## src/hdl/circle_pair_collision_finder_assert.svh

```systemverilog
// Assertion macros for the circle pair collision finder
`ifndef CIRCLE_PAIR_COLLISION_FINDER_ASSERT_SVH
`define CIRCLE_PAIR_COLLISION_FINDER_ASSERT_SVH
`ifndef SYNTHESIS
`define CPCF_ASSERT_IMPL(label, clk, rst_n, prop, msg) \
    label: assert property (@(posedge clk) disable iff (!rst_n) prop) else $error(msg);
`define CPCF_ASSERT_NEXT(label, clk, rst_n, pre, post, msg) \
    label: assert property (@(posedge clk) disable iff (!rst_n) pre |=> post) else $error(msg);
`else
`define CPCF_ASSERT_IMPL(label, clk, rst_n, prop, msg)
`define CPCF_ASSERT_NEXT(label, clk, rst_n, pre, post, msg)
`endif
`endif

```

## src/hdl/cpcf_pkg.sv

```systemverilog
// Shared types and constants for the circle pair collision finder
package cpcf_pkg;
    localparam logic [2:0] CMD_ADD    = 3'd0;
    localparam logic [2:0] CMD_REMOVE = 3'd1;
    localparam logic [2:0] CMD_UPDATE = 3'd2;
    localparam logic [2:0] CMD_CHECK  = 3'd3;
    localparam logic [2:0] CMD_CLEAR  = 3'd4;

    localparam logic [1:0] KIND_ACK     = 2'd0;
    localparam logic [1:0] KIND_HANDLE  = 2'd1;
    localparam logic [1:0] KIND_PAIR    = 2'd2;
    localparam logic [1:0] KIND_SUMMARY = 2'd3;

    typedef enum logic [3:0] {
        OP_NONE,
        OP_LOAD,
        OP_ADD,
        OP_RM_RD,
        OP_RM_WR,
        OP_UP_RD,
        OP_UP_WR,
        OP_CLEAR,
        OP_CK_RDI,
        OP_CK_RDJ,
        OP_CK_TEST,
        OP_CK_SCAN,
        OP_CK_STORE,
        OP_OUT_ACK,
        OP_OUT_SUM
    } t_op;

    typedef struct packed {
        t_op op;
    } t_cmd;

    typedef struct packed {
        logic [2:0] command;
        logic       table_full;
        logic       i_last;
        logic       j_last;
        logic       i_skip;
        logic       pair_hit;
        logic       scan_last;
        logic       scan_found;
        logic       store_full;
        logic       empty;
        logic       rm_last;
    } t_status;
endpackage

```

## src/hdl/cpcf_controller.sv

```systemverilog
// Controller: command sequencing and result handshake
module cpcf_controller (
    input  logic                i_clk,
    input  logic                i_rst_n,
    input  logic                i_valid,
    output logic                o_ready,
    output logic                o_valid,
    input  logic                i_ready,
    input  cpcf_pkg::t_status   i_status,
    output cpcf_pkg::t_cmd      o_cmd
);
    typedef enum logic [3:0] {
        S_IDLE, S_DISPATCH, S_RM_RD, S_RM_WR, S_UP_RD, S_UP_WR,
        S_CK_I, S_CK_J, S_CK_WAIT, S_CK_MUL, S_CK_TEST, S_CK_SCAN0, S_CK_SCAN,
        S_EMIT, S_WAITOUT
    } t_state;

    t_state r_state, n_state, n_step;
    logic r_valid, n_valid;
    cpcf_pkg::t_op n_op;

    assign o_ready = (r_state == S_IDLE) && !r_valid;
    assign o_valid = r_valid;
    assign o_cmd.op = n_op;

    always_comb begin
        // next pair, decided on the indexes before they advance
        n_step = (i_status.j_last && i_status.i_last) ? S_EMIT :
                 i_status.j_last ? S_CK_I : S_CK_J;
        n_state = r_state;
        n_valid = r_valid && !i_ready;
        n_op = cpcf_pkg::OP_NONE;
        case (r_state)
            S_IDLE: if (i_valid && o_ready) begin
                n_op = cpcf_pkg::OP_LOAD;
                n_state = S_DISPATCH;
            end
            S_DISPATCH: begin
                case (i_status.command)
                    cpcf_pkg::CMD_ADD: begin
                        n_op = cpcf_pkg::OP_ADD;
                        n_valid = 1'b1;
                        n_state = S_IDLE;
                    end
                    cpcf_pkg::CMD_REMOVE: n_state = i_status.empty ? S_EMIT : S_RM_RD;
                    cpcf_pkg::CMD_UPDATE: n_state = i_status.empty ? S_EMIT : S_UP_RD;
                    cpcf_pkg::CMD_CHECK: n_state = i_status.empty ? S_EMIT : S_CK_I;
                    cpcf_pkg::CMD_CLEAR: begin
                        n_op = cpcf_pkg::OP_CLEAR;
                        n_state = S_EMIT;
                    end
                    default: n_state = S_EMIT;
                endcase
            end
            S_RM_RD: begin
                n_op = cpcf_pkg::OP_RM_RD;
                n_state = S_RM_WR;
            end
            S_RM_WR: begin
                n_op = cpcf_pkg::OP_RM_WR;
                n_state = i_status.rm_last ? S_EMIT : S_RM_RD;
            end
            S_UP_RD: begin
                n_op = cpcf_pkg::OP_UP_RD;
                n_state = S_UP_WR;
            end
            S_UP_WR: begin
                n_op = cpcf_pkg::OP_UP_WR;
                n_state = i_status.rm_last ? S_EMIT : S_UP_RD;
            end
            S_CK_I: begin
                n_op = cpcf_pkg::OP_CK_RDI;
                if (i_status.i_skip)
                    n_state = i_status.i_last ? S_EMIT : S_CK_I;
                else
                    n_state = S_CK_J;
            end
            S_CK_J: begin
                n_op = cpcf_pkg::OP_CK_RDJ;
                n_state = S_CK_WAIT;
            end
            S_CK_WAIT: n_state = S_CK_MUL;
            S_CK_MUL: n_state = S_CK_TEST;
            S_CK_TEST: begin
                if (i_status.pair_hit && !i_status.store_full)
                    n_state = S_CK_SCAN0;
                else begin
                    n_op = cpcf_pkg::OP_CK_TEST;
                    n_state = n_step;
                end
            end
            S_CK_SCAN0: n_state = S_CK_SCAN;
            S_CK_SCAN: begin
                if (i_status.scan_found) begin
                    n_op = cpcf_pkg::OP_CK_TEST;
                    n_state = n_step;
                end else if (i_status.scan_last) begin
                    if (!r_valid || i_ready) begin
                        n_op = cpcf_pkg::OP_CK_STORE;
                        n_valid = 1'b1;
                        n_state = S_CK_TEST;
                    end
                end else begin
                    n_op = cpcf_pkg::OP_CK_SCAN;
                    n_state = S_CK_SCAN0;
                end
            end
            S_EMIT: if (!r_valid || i_ready) begin
                n_op = (i_status.command == cpcf_pkg::CMD_CHECK) ?
                       cpcf_pkg::OP_OUT_SUM : cpcf_pkg::OP_OUT_ACK;
                n_valid = 1'b1;
                n_state = S_IDLE;
            end
            default: n_state = S_IDLE;
        endcase
    end

    always_ff @(posedge i_clk) begin
        if (!i_rst_n) begin
            r_state <= S_IDLE;
            r_valid <= 1'b0;
        end else begin
            r_state <= n_state;
            r_valid <= n_valid;
        end
    end
endmodule

```

## config.mk

```make
export PLATFORM = sky130hd
export DESIGN_NAME = cpcf_controller
export DESIGN_NICKNAME = d
export VERILOG_FILES = /design/src/hdl/circle_pair_collision_finder_assert.svh /design/src/hdl/cpcf_pkg.sv /design/src/hdl/cpcf_controller.sv
export SDC_FILE = /design/constraint.sdc
export NUM_CORES = 1
export LEC_CHECK = 0
export BUFFER_PORTS_ARGS = -buffer_cell sky130_fd_sc_hd__buf_2
export CAP_MARGIN = 20
export CORE_MARGIN = 1.5
export CORE_UTILIZATION = 49
export CTS_CLUSTER_DIAMETER = 150
export DETAILED_ROUTE_END_ITERATION = 12
export PLACE_DENSITY = 0.85
export SETUP_SLACK_MARGIN = 0.05
export SLEW_MARGIN = 0
export SYNTH_ARGS = -nofsm -noshare
export SYNTH_HDL_FRONTEND = slang
export SYNTH_SLANG_ARGS = --single-unit
```

## constraint.sdc

```tcl
create_clock -name i_clk -period 1.56 [get_ports i_clk]
set_input_delay 0.078 -clock i_clk [delete_from_list [all_inputs] [get_ports i_clk]]
set_output_delay 0.078 -clock i_clk [all_outputs]
set_load 0.05 [all_outputs]
```

==> results.sh, run 1 <==
export IMPL_final_min_clock_period_ns=1.66
export IMPL_floorplan_rows=13
export IMPL_place_inst=158
export IMPL_adder_and_majority_gate_portion_of_the_synthesized_area_pct=0
export IMPL_number_of_buffer_and_inverter_instances_along_the_worst_setup_path=2
export IMPL_mappedNetlistNets=132
export IMPL_cpLargestDelayFamily="flip-flops"
export IMPL_cpPeakStageDelay_ns=0.39
export IMPL_grt_pass1_vias=900
export IMPL_final_layout_size_suffix_gt1_share_pct=45.0
export IMPL_min_delay_path_class="input pin to register"
export IMPL_starting_utilization_of_the_core_area_pct=54.3
export IMPL_core_sq_mm=0.00133
export IMPL_die_area_sq_mm=0.00172
export IMPL_cell_area_power_density_mw_per_mm2=1570
export IMPL_stdcell_count=164
export IMPL_avgViaCountPerCell=6.32
export IMPL_synth_enable_flop_cells=0
export IMPL_crit_arrival_ns=1.58
export IMPL_post_drt_wl_per_cell_microns=16.5
export IMPL_io_buffers=21
export IMPL_num_fill_cells=76
export IMPL_gr_usage_all_layers_pct=32.2
export IMPL_post_route_util_pct=85.1
export IMPL_nets=167
export IMPL_synth_compound_gate_area_share_pct=42.8
export IMPL_synth_simple_gate_area_share_pct=33.0
export IMPL_category_of_the_worst_setup_path_capture_point="output pin"
export IMPL_place_worst_setup_slack_ns=-0.0673
export IMPL_yosysSeqAreaShare_pct=13.8
export IMPL_clock_root_buffer="sky130_fd_sc_hd__clkbuf_4"
export IMPL_worst_pin_slew_ns=0.362
export IMPL_cts_sinks=5
export IMPL_antenna_found_initial=0
export IMPL_final_setup_worst_slack_ns=-0.0972
export IMPL_cp_data_required_time_ns=1.48
export IMPL_vias=1037
export IMPL_gpl_congestion=0.933
export IMPL_die_x_microns=41.5
export IMPL_flow_area_growth_from_synthesis_pct=56.6
export IMPL_gate_count_post_synth=115
export IMPL_criticalPathCategory="register to output pin"
export IMPL_cts_buffer_depth=2
export IMPL_synth_area_per_cell_sq_um=6.30
export IMPL_layout_worst_path_cycle_share_pct=106
export IMPL_htree_levels=1
export IMPL_post_route_cell_area_sq_mm=0.00113
export IMPL_synthesis_area_sq_um=724
export IMPL_combinational_family_with_the_most_area_after_synthesis="compound AO/OA/AOI/OAI gates"
export IMPL_yosysWarnings=0
export IMPL_path_max_fanout=5
export IMPL_num_antenna_cells=0
export IMPL_tritoncts="built"
export IMPL_maximum_vdd_ir_drop_uv=971
export IMPL_routed_wl_microns=2710
export IMPL_clk_insertion_delay_late_ns=0.24
export IMPL_pins_over_their_slew_limit=0
export IMPL_setup_violations=4
export IMPL_timing_max_slew_rel_slack_pct=75.8
export IMPL_global_route_wire_length_before_repair_microns=4350
export IMPL_synth_seq_cells=5
export IMPL_grt_max_degree=14
export IMPL_dp_final_hpwl_microns=1840
export IMPL_status="finished, violations left"
export IMPL_critPathSlowestCell="sky130_fd_sc_hd__dfxtp_4"
export IMPL_synthDistinctLibCells=36
export IMPL_globalRoute_totalOverflow=0
export IMPL_dpl_cell_area_sq_um=957
export IMPL_drv_max_cap_violation_count=0
export IMPL_final_cell_mix="16 x sky130_fd_sc_hd__buf_2, 16 x sky130_fd_sc_hd__buf_4, 14 x sky130_fd_sc_hd__nand2_1, 9 x sky130_fd_sc_hd__a21oi_1, 9 x sky130_fd_sc_hd__nor2_1"
export IMPL_rsz_0062_raised_after_global_routing="yes"
export IMPL_dieHeight_microns=41.5
export IMPL_synth_main_ff_cell="sky130_fd_sc_hd__dfxtp_1"
export IMPL_path_clk_slew_ns=0.04
export IMPL_drt_pass1_iter_count=4
export IMPL_maxClockFrequency_ghz=0.603
export IMPL_drtAntennaViolNets=0
export IMPL_fin_worst_skew_ns=0.000836
export IMPL_cp_start_kind="register"
export IMPL_cp_cell_sequence="inv_2 -> or3_4 -> o311ai_4 -> a21oi_2 -> o21ai_2 -> buf_6"
export IMPL_count_of_unresolved_drc_violations_after_routing=0
export IMPL_failing_checks="negative setup slack"
export IMPL_finalHoldViolations=0
export IMPL_asyncSetResetFlopFracSynth_pct=0
export IMPL_post_synth_xor_area_fraction_pct=1.21
export IMPL_drt_iter0_drc=53
export IMPL_cts_inserted_buffers=3
export IMPL_finalSetupTns_ns=-0.224
export IMPL_ioPinCount=23
export IMPL_leakage_nw=0.468
export IMPL_yosys_mux_area_fraction_pct=1.38
==> routing by layer <==
layer | share of wire, % | vias to the layer above | GRT usage [%] | routed length [microns]
li1 | - | 491 | - | -
met1 | 43 | 482 | 42.9 | 1170
met2 | 48 | 59 | 54.7 | 1310
met3 | 6.8 | 5 | 2.61 | 184
met4 | 1.7 | 0 | 9.68 | 45
met5 | 0 | - | 0 | 0
==> registers in the layout, indices dropped and copies added, names as in the netlist <==
signal	cells
o_valid	1
r_state	4
==> what timing repair did <==
action	CTS	global route
hold buffers	0	0
setup buffers	1	1
gates resized for setup	22	12
setup endpoints to repair	4	7
pin swaps	2	5
==> power by group <==
group          total, mW  switching, mW  leakage (nW)  internal, mW
logic               1.34          0.765         0.409         0.576
clock network      0.150         0.0536        0.0150        0.0967
registers          0.290          0.112        0.0439         0.179
total               1.78          0.930         0.468         0.851
==> cells by family (layout without fill, tap and decap cells) <==
family / after synthesis / after routing
xor gates and xnor gates: 1 / 1
DFF: 5 / 5
and+or+nand+nor: 49 / 49
AOI/OAI and AO/OA: 46 / 46
muxes: 1 / 1
buffers and inverters: 13 / 47
==> stage by stage <==
step	power, mW	hold slack [ns]
2_1_floorplan	1.07	0.191
6_report	1.78	0.0974
5_1_grt	1.89	0.108
3_3_place_gp	1.32	0.350
4_1_cts	1.65	0.0894
3_5_place_dp	1.34	0.353
==> tightest hold or removal path, stage by stage <==
cell and delay, ns:
sky130_fd_sc_hd__buf_2 0.13, sky130_fd_sc_hd__nand2_1 0.06, sky130_fd_sc_hd__a21oi_1 0.04
==> Yosys cell counts (all sizes together) (2+ instances only) <==
master / number / area [sq um]
a21o: 2 / 15.0
a21oi: 14 / 70.1
a22oi: 2 / 15.0
a41oi: 2 / 17.5
buf: 6 / 30.0
clkbuf: 2 / 7.51
dfxtp: 5 / 100
inv: 5 / 18.8
nand2: 14 / 52.6
nand2b: 5 / 31.3
nand3: 5 / 25.0
nor2: 11 / 41.3
nor2b: 9 / 56.3
o21ai: 9 / 45.0
o22a: 2 / 17.5
o31a: 2 / 17.5
or3: 2 / 12.5
==> area by class of cell <==
type / count / area (sq um) / share of cell area [%]
clock buffers: 4 / 26.3 / 2.32
inverters: 5 / 18.8 / 1.65
multi-input cells: 97 / 693 / 61.1
flip-flops and latches: 5 / 114 / 10.0
well taps: 15 / 18.8 / 1.65
repair buffers: 38 / 264 / 23.3
==> final timing paths <==
kind                    from          to  slack (ns)  cells after the start
setup / recovery  r_state[2]    o_cmd[0]        -0.1                      6
hold / removal       i_rst_n  r_state[1]         0.1                      3
setup reg to reg  r_state[2]  r_state[3]        0.08                      6
hold reg to reg   r_state[3]  r_state[3]        0.62                      2
(Power assumes the default switching activity.)
==> inputs of run 2 (changes only) <==
- HOLD_SLACK_MARGIN: not set -> 0.12
- PLACE_DENSITY: 0.85 -> 0.77
==> run 2 against run 1 <==
- the run still ends with negative setup slack left
- die area is the same
- largest cell class unchanged
- register-to-register slack lost 0.13 ns
- global-route usage grew 3.7 points
- first-iteration DRC count grew 53%
- worst setup slack lost 0.053 ns
- clock skew grew 0.0062 ns
- wire length grew 29%
- critical endpoint is now o_cmd[1]
==> results.sh, run 2 (synthesis gave the netlist of run 1 again) <==
export IMPL_vias=1176
export IMPL_crit_arrival_ns=1.63
export IMPL_commonest_non_fill_non_tap_cell_in_the_layout="sky130_fd_sc_hd__buf_4"
export IMPL_critPathSlowestCell="sky130_fd_sc_hd__dfxtp_4"
export IMPL_multi_input_comb_area_sq_um=706
export IMPL_crit_path_start="r_state[2]"
export IMPL_failing_checks="negative setup slack"
export IMPL_clk_insertion_delay_late_ns=0.25
export IMPL_top_register="r_state"
export IMPL_cpLargestDelayFamily="simple AND/OR/NAND/NOR gates"
export IMPL_drt_iter0_drc=81
export IMPL_grt_pass1_vias=1079
export IMPL_worst_r2r_path_depth=6
export IMPL_drtAntennaViolNets=0
export IMPL_flow_area_growth_from_synthesis_pct=68.9
export IMPL_cp_cell_sequence="nor2b_4 -> buf_6 -> nand3_2 -> o32ai_1 -> nand3b_1 -> buf_6"
export IMPL_maximum_vdd_ir_drop_uv=1080
export IMPL_number_of_buffer_and_inverter_instances_along_the_worst_setup_path=2
export IMPL_cpPeakStageDelay_ns=0.38
export IMPL_regArea_sq_um=116
export IMPL_largest_register_ffs=4
export IMPL_dieHeight_microns=41.5
export IMPL_ff2ff_setup_slack_ns=-0.05
export IMPL_finalSetupTns_ns=-0.445
export IMPL_global_route_wire_length_before_repair_microns=4930
export IMPL_final_cell_mix="23 x sky130_fd_sc_hd__buf_4, 16 x sky130_fd_sc_hd__buf_2, 14 x sky130_fd_sc_hd__nand2_1, 9 x sky130_fd_sc_hd__a21oi_1"
export IMPL_crit_cells=6
export IMPL_post_route_util_pct=91.7
export IMPL_rsz_0062_raised_after_global_routing="yes"
export IMPL_min_delay_path_class="input pin to register"
export IMPL_io_buffers=21
export IMPL_category_of_the_worst_setup_path_capture_point="output pin"
export IMPL_min_delay_start="i_status[3]"
export IMPL_htree_levels=1
export IMPL_tritoncts="built"
export IMPL_globalRoute_totalOverflow=0
export IMPL_num_antenna_cells=0
export IMPL_drt_pass1_iter_count=5
export IMPL_cts_inserted_buffers=3
export IMPL_drv_max_cap_violation_count=0
export IMPL_ioPinCount=23
export IMPL_path_clk_slew_ns=0.05
export IMPL_timing_max_slew_rel_slack_pct=76.3
export IMPL_grt_max_degree=20
export IMPL_clock_root_buffer="sky130_fd_sc_hd__clkbuf_4"
export IMPL_pins_over_their_slew_limit=0
export IMPL_gpl_congestion=0.872
export IMPL_cell_area_power_density_mw_per_mm2=1610
export IMPL_cts_buffer_depth=2
export IMPL_layout_worst_path_cycle_share_pct=110
export IMPL_cts_sinks=5
export IMPL_die_area_sq_mm=0.00172
export IMPL_cp_start_kind="register"
export IMPL_core_sq_mm=0.00133
export IMPL_gr_usage_all_layers_pct=35.9
export IMPL_worst_pin_slew_ns=0.353
export IMPL_crit_end="o_cmd[1]"
export IMPL_critical_path_top_cell_by_count="sky130_fd_sc_hd__buf_6"
export IMPL_starting_utilization_of_the_core_area_pct=54.3
export IMPL_fin_worst_skew_ns=0.00700
export IMPL_final_layout_size_suffix_gt1_share_pct=49.4
export IMPL_setup_violations=5
export IMPL_finalHoldViolations=0
export IMPL_nets=176
export IMPL_leakage_nw=0.516
export IMPL_floorplan_rows=13
export IMPL_dp_final_hpwl_microns=1800
export IMPL_status="finished, violations left"
export IMPL_place_worst_setup_slack_ns=-0.0700
export IMPL_num_fill_cells=54
export IMPL_antenna_found_initial=0
export IMPL_die_x_microns=41.5
export IMPL_count_of_unresolved_drc_violations_after_routing=0
export IMPL_criticalPathCategory="register to output pin"
export IMPL_r2r_end="r_state[0]"
export IMPL_r2r_start="r_state[2]"
export IMPL_avgViaCountPerCell=6.80
export IMPL_final_min_clock_period_ns=1.71
export IMPL_maxClockFrequency_ghz=0.585
export IMPL_post_drt_wl_per_cell_microns=20.1
export IMPL_final_setup_worst_slack_ns=-0.150
export IMPL_path_max_fanout=5
export IMPL_cp_data_required_time_ns=1.48
export IMPL_routed_wl_microns=3480
-- run 2: stage by stage --
step / area, sq um / total power, mW / instances / hold slack, ns
floorplan: 785 / 1.07 / 115 / 0.191
global placement: 987 / 1.37 / 162 / 0.349
detailed placement: 987 / 1.39 / 162 / 0.355
CTS: 1130 / 1.71 / 170 / 0.250
global route: 1220 / 2.06 / 173 / 0.287
finish: 1220 / 1.98 / 173 / 0.299
-- run 2: layout make-up --
class | count | share of cell area, %
Inverter | 5 | 1.53
Clock buffer | 4 | 2.15
Sequential cell | 5 | 9.51
Tap cell | 15 | 1.53
Timing Repair Buffer | 47 | 27.6
Multi-Input combinational cell | 97 | 57.7
-- run 2: worst min-delay path: cells and delay by family --
kind | cells | cell delay (ns)
buffers and inverters | 1 | 0.14
AOI/OAI and AO/OA | 2 | 0.28
-- run 2: worst min path at each step --
stage,endpoint,cells after the start
2_1_floorplan,r_state[3],2
3_3_place_gp,r_state[3],3
3_5_place_dp,r_state[3],3
4_1_cts,o_valid,3
5_1_grt,r_state[3],3
6_report,r_state[3],3
-- run 2: per-layer routing --
layer | vias up | GRT usage [%] | routed length [microns]
met4 | 0 | 20.6 | 167
met2 | 118 | 55.9 | 1650
li1 | 506 | - | -
met3 | 20 | 7.83 | 359
met5 | - | 0 | 0
met1 | 532 | 45.1 | 1300
-- run 2: power by group --
group	total (mW)	switching, mW	internal [mW]
logic	1.52	0.864	0.651
clock network	0.157	0.0601	0.0972
registers	0.303	0.122	0.181
-- run 2: timing repair --
action	in CTS	in global routing
pin swaps	6	2
endpoints found under the setup margin	5	9
hold buffers	1	0
endpoints found under the hold margin	5	0
setup buffers	3	3
resized for setup	21	19
==> inputs of run 3 (changes only) <==
- CORE_UTILIZATION: 49 -> 45
- CTS_CLUSTER_SIZE: not set -> 16
- PLACE_DENSITY: 0.77 -> 0.72
==> run 3 against run 2 <==
- the run still ends with negative setup slack left
- count of clock-buffer cells in the layout unchanged
- register-to-register slack got worse by 0.06 ns
- maximum frequency increased by 0.76%
==> results.sh, run 3 (synthesis gave the netlist of run 1 again) <==
export IMPL_status="finished, violations left"
export IMPL_failing_checks="negative setup slack"
export IMPL_criticalPathCategory="register to output pin"
export IMPL_gr_usage_all_layers_pct=32.3
export IMPL_clk_insertion_delay_late_ns=0.26
export IMPL_finalHoldViolations=0
export IMPL_cp_data_required_time_ns=1.48
export IMPL_cts_sinks=5
export IMPL_min_delay_start="i_status[12]"
export IMPL_drtAntennaViolNets=0
export IMPL_number_of_stages_on_the_worst_hold_path=3
export IMPL_post_drt_wl_per_cell_microns=19.2
export IMPL_grt_max_degree=19
export IMPL_die_x_microns=43.1
export IMPL_fin_worst_skew_ns=0.00654
export IMPL_routed_wl_microns=3410
export IMPL_crit_cells=6
export IMPL_clock_root_buffer="sky130_fd_sc_hd__clkbuf_4"
export IMPL_commonest_non_fill_non_tap_cell_in_the_layout="sky130_fd_sc_hd__buf_4"
export IMPL_r2r_end="r_state[0]"
export IMPL_report_power_total_mw=2.00
export IMPL_worst_r2r_path_depth=7
export IMPL_leakage_nw=0.536
export IMPL_maximum_vdd_ir_drop_uv=1060
export IMPL_post_route_cell_area_sq_mm=0.00125
export IMPL_route_top_layer_used="met4"
export IMPL_dpl_cell_area_sq_um=988
export IMPL_antenna_found_initial=0
export IMPL_ff2ff_setup_slack_ns=-0.11
export IMPL_drv_max_cap_violation_count=0
export IMPL_category_of_the_worst_setup_path_capture_point="output pin"
export IMPL_cell_area_power_density_mw_per_mm2=1600
export IMPL_layout_worst_path_cycle_share_pct=109
export IMPL_core_sq_mm=0.00151
export IMPL_cts_inserted_buffers=3
export IMPL_top_register="r_state"
export IMPL_grt_pass1_vias=1038
export IMPL_setup_violations=5
export IMPL_wl_met3_microns=387
export IMPL_stdcell_count=178
export IMPL_timing_max_slew_rel_slack_pct=75.3
export IMPL_place_inst=163
export IMPL_floorplan_rows=14
export IMPL_globalRoute_totalOverflow=0
export IMPL_count_of_unresolved_drc_violations_after_routing=0
export IMPL_htree_levels=1
export IMPL_cpPeakStageDelay_ns=0.38
export IMPL_crit_arrival_ns=1.62
export IMPL_number_of_buffer_and_inverter_instances_along_the_worst_setup_path=2
export IMPL_cts_buffer_depth=2
export IMPL_cp_cell_sequence="inv_2 -> or3_4 -> o311ai_4 -> a21oi_2 -> o21ai_2 -> buf_6"
export IMPL_starting_utilization_of_the_core_area_pct=48.1
export IMPL_avgViaCountPerCell=6.66
export IMPL_worst_pin_slew_ns=0.370
export IMPL_final_setup_worst_slack_ns=-0.137
export IMPL_final_cell_mix="27 x sky130_fd_sc_hd__buf_4, 16 x sky130_fd_sc_hd__buf_2, 13 x sky130_fd_sc_hd__nand2_1, 9 x sky130_fd_sc_hd__a21oi_1, 9 x sky130_fd_sc_hd__nor2_1"
export IMPL_critPathSlowestCell="sky130_fd_sc_hd__dfxtp_4"
export IMPL_nets=180
export IMPL_path_max_fanout=5
export IMPL_dieHeight_microns=43.1
export IMPL_num_antenna_cells=0
export IMPL_dp_final_hpwl_microns=1910
export IMPL_hold_slack_ns=0.254
export IMPL_drt_iter0_drc=86
export IMPL_wirelength_met1_microns=1230
export IMPL_largest_register_ffs=4
export IMPL_cp_start_kind="register"
export IMPL_hold_path_endpoint="o_valid"
export IMPL_pins_over_their_slew_limit=0
export IMPL_tritoncts="built"
export IMPL_min_delay_path_class="input pin to register"
export IMPL_finalSetupTns_ns=-0.523
export IMPL_drt_pass1_iter_count=5
export IMPL_ioPinCount=23
export IMPL_rsz_0062_raised_after_global_routing="yes"
export IMPL_maxClockFrequency_ghz=0.589
export IMPL_global_route_wire_length_before_repair_microns=4570
export IMPL_final_min_clock_period_ns=1.70
export IMPL_io_buffers=21
export IMPL_gpl_congestion=0.918
export IMPL_wl_met2_microns=1620
export IMPL_final_layout_size_suffix_gt1_share_pct=49.4
export IMPL_flow_area_growth_from_synthesis_pct=72.5
export IMPL_r2r_start="r_state[2]"
export IMPL_cpLargestDelayFamily="compound AO/OA/AOI/OAI gates"
export IMPL_vias=1185
export IMPL_die_area_sq_mm=0.00186
export IMPL_path_clk_slew_ns=0.05
export IMPL_crit_path_start="r_state[2]"
## run 3: changes by cell type in the layout (fill, tap and decap cells not counted), sizes merged
cell	before	now
buf	45	49
## run 3: repair_timing
action	CTS	global route
gates resized for setup	30	6
hold buffers	1	0
setup buffers	2	8
setup endpoints to repair	4	7
endpoints found under the hold margin	5	0
pin swaps	6	1
## run 3: worst max-delay path by stage
stage / endpoint
floorplan: o_cmd[2]
global placement: o_cmd[0]
detailed placement: o_cmd[0]
CTS: o_cmd[0]
global route: o_cmd[0]
finish: o_cmd[0]
## run 3: final cells by class
class                      count  area (sq um)
fill                          91           256
sequential                     5           114
timing repair buffer          51           368
tap                           16          20.0
clock buffer                   4          26.3
multi-input combinational     97           703
inverter                       5          18.8
## run 3: power by group
| group | internal (mW) | leakage, nW | switching [mW] | total (mW) |
|---|---|---|---|---|
| clock network | 0.0974 | 0.0150 | 0.0633 | 0.161 |
| registers | 0.178 | 0.0439 | 0.107 | 0.285 |
| logic | 0.689 | 0.477 | 0.861 | 1.55 |
## run 3: metal layers
metal / up-vias / GRT usage, %
met4: 0 / 10.3
met5: - / 0
met1: 538 / 39.6
li1: 525 / -
met3: 24 / 8.94
met2: 98 / 53.7
## run 3: worst register-to-register path, delay by kind of cell (launching register included)
kind / cells / cell delay, ns
flip-flops: 1 / 0.38
AND/OR/NAND/NOR: 1 / 0.15
AO/OA/AOI/OAI: 4 / 0.76
buffers and inverters: 2 / 0.27
## run 3: through the flow
step,setup slack (ns),utilization (%)
floorplan,0.0140,-
global placement,-0.0321,65.6
detailed placement,-0.0523,65.6
CTS,-0.102,77.4
global route,-0.162,83.0
finish,-0.137,83.0
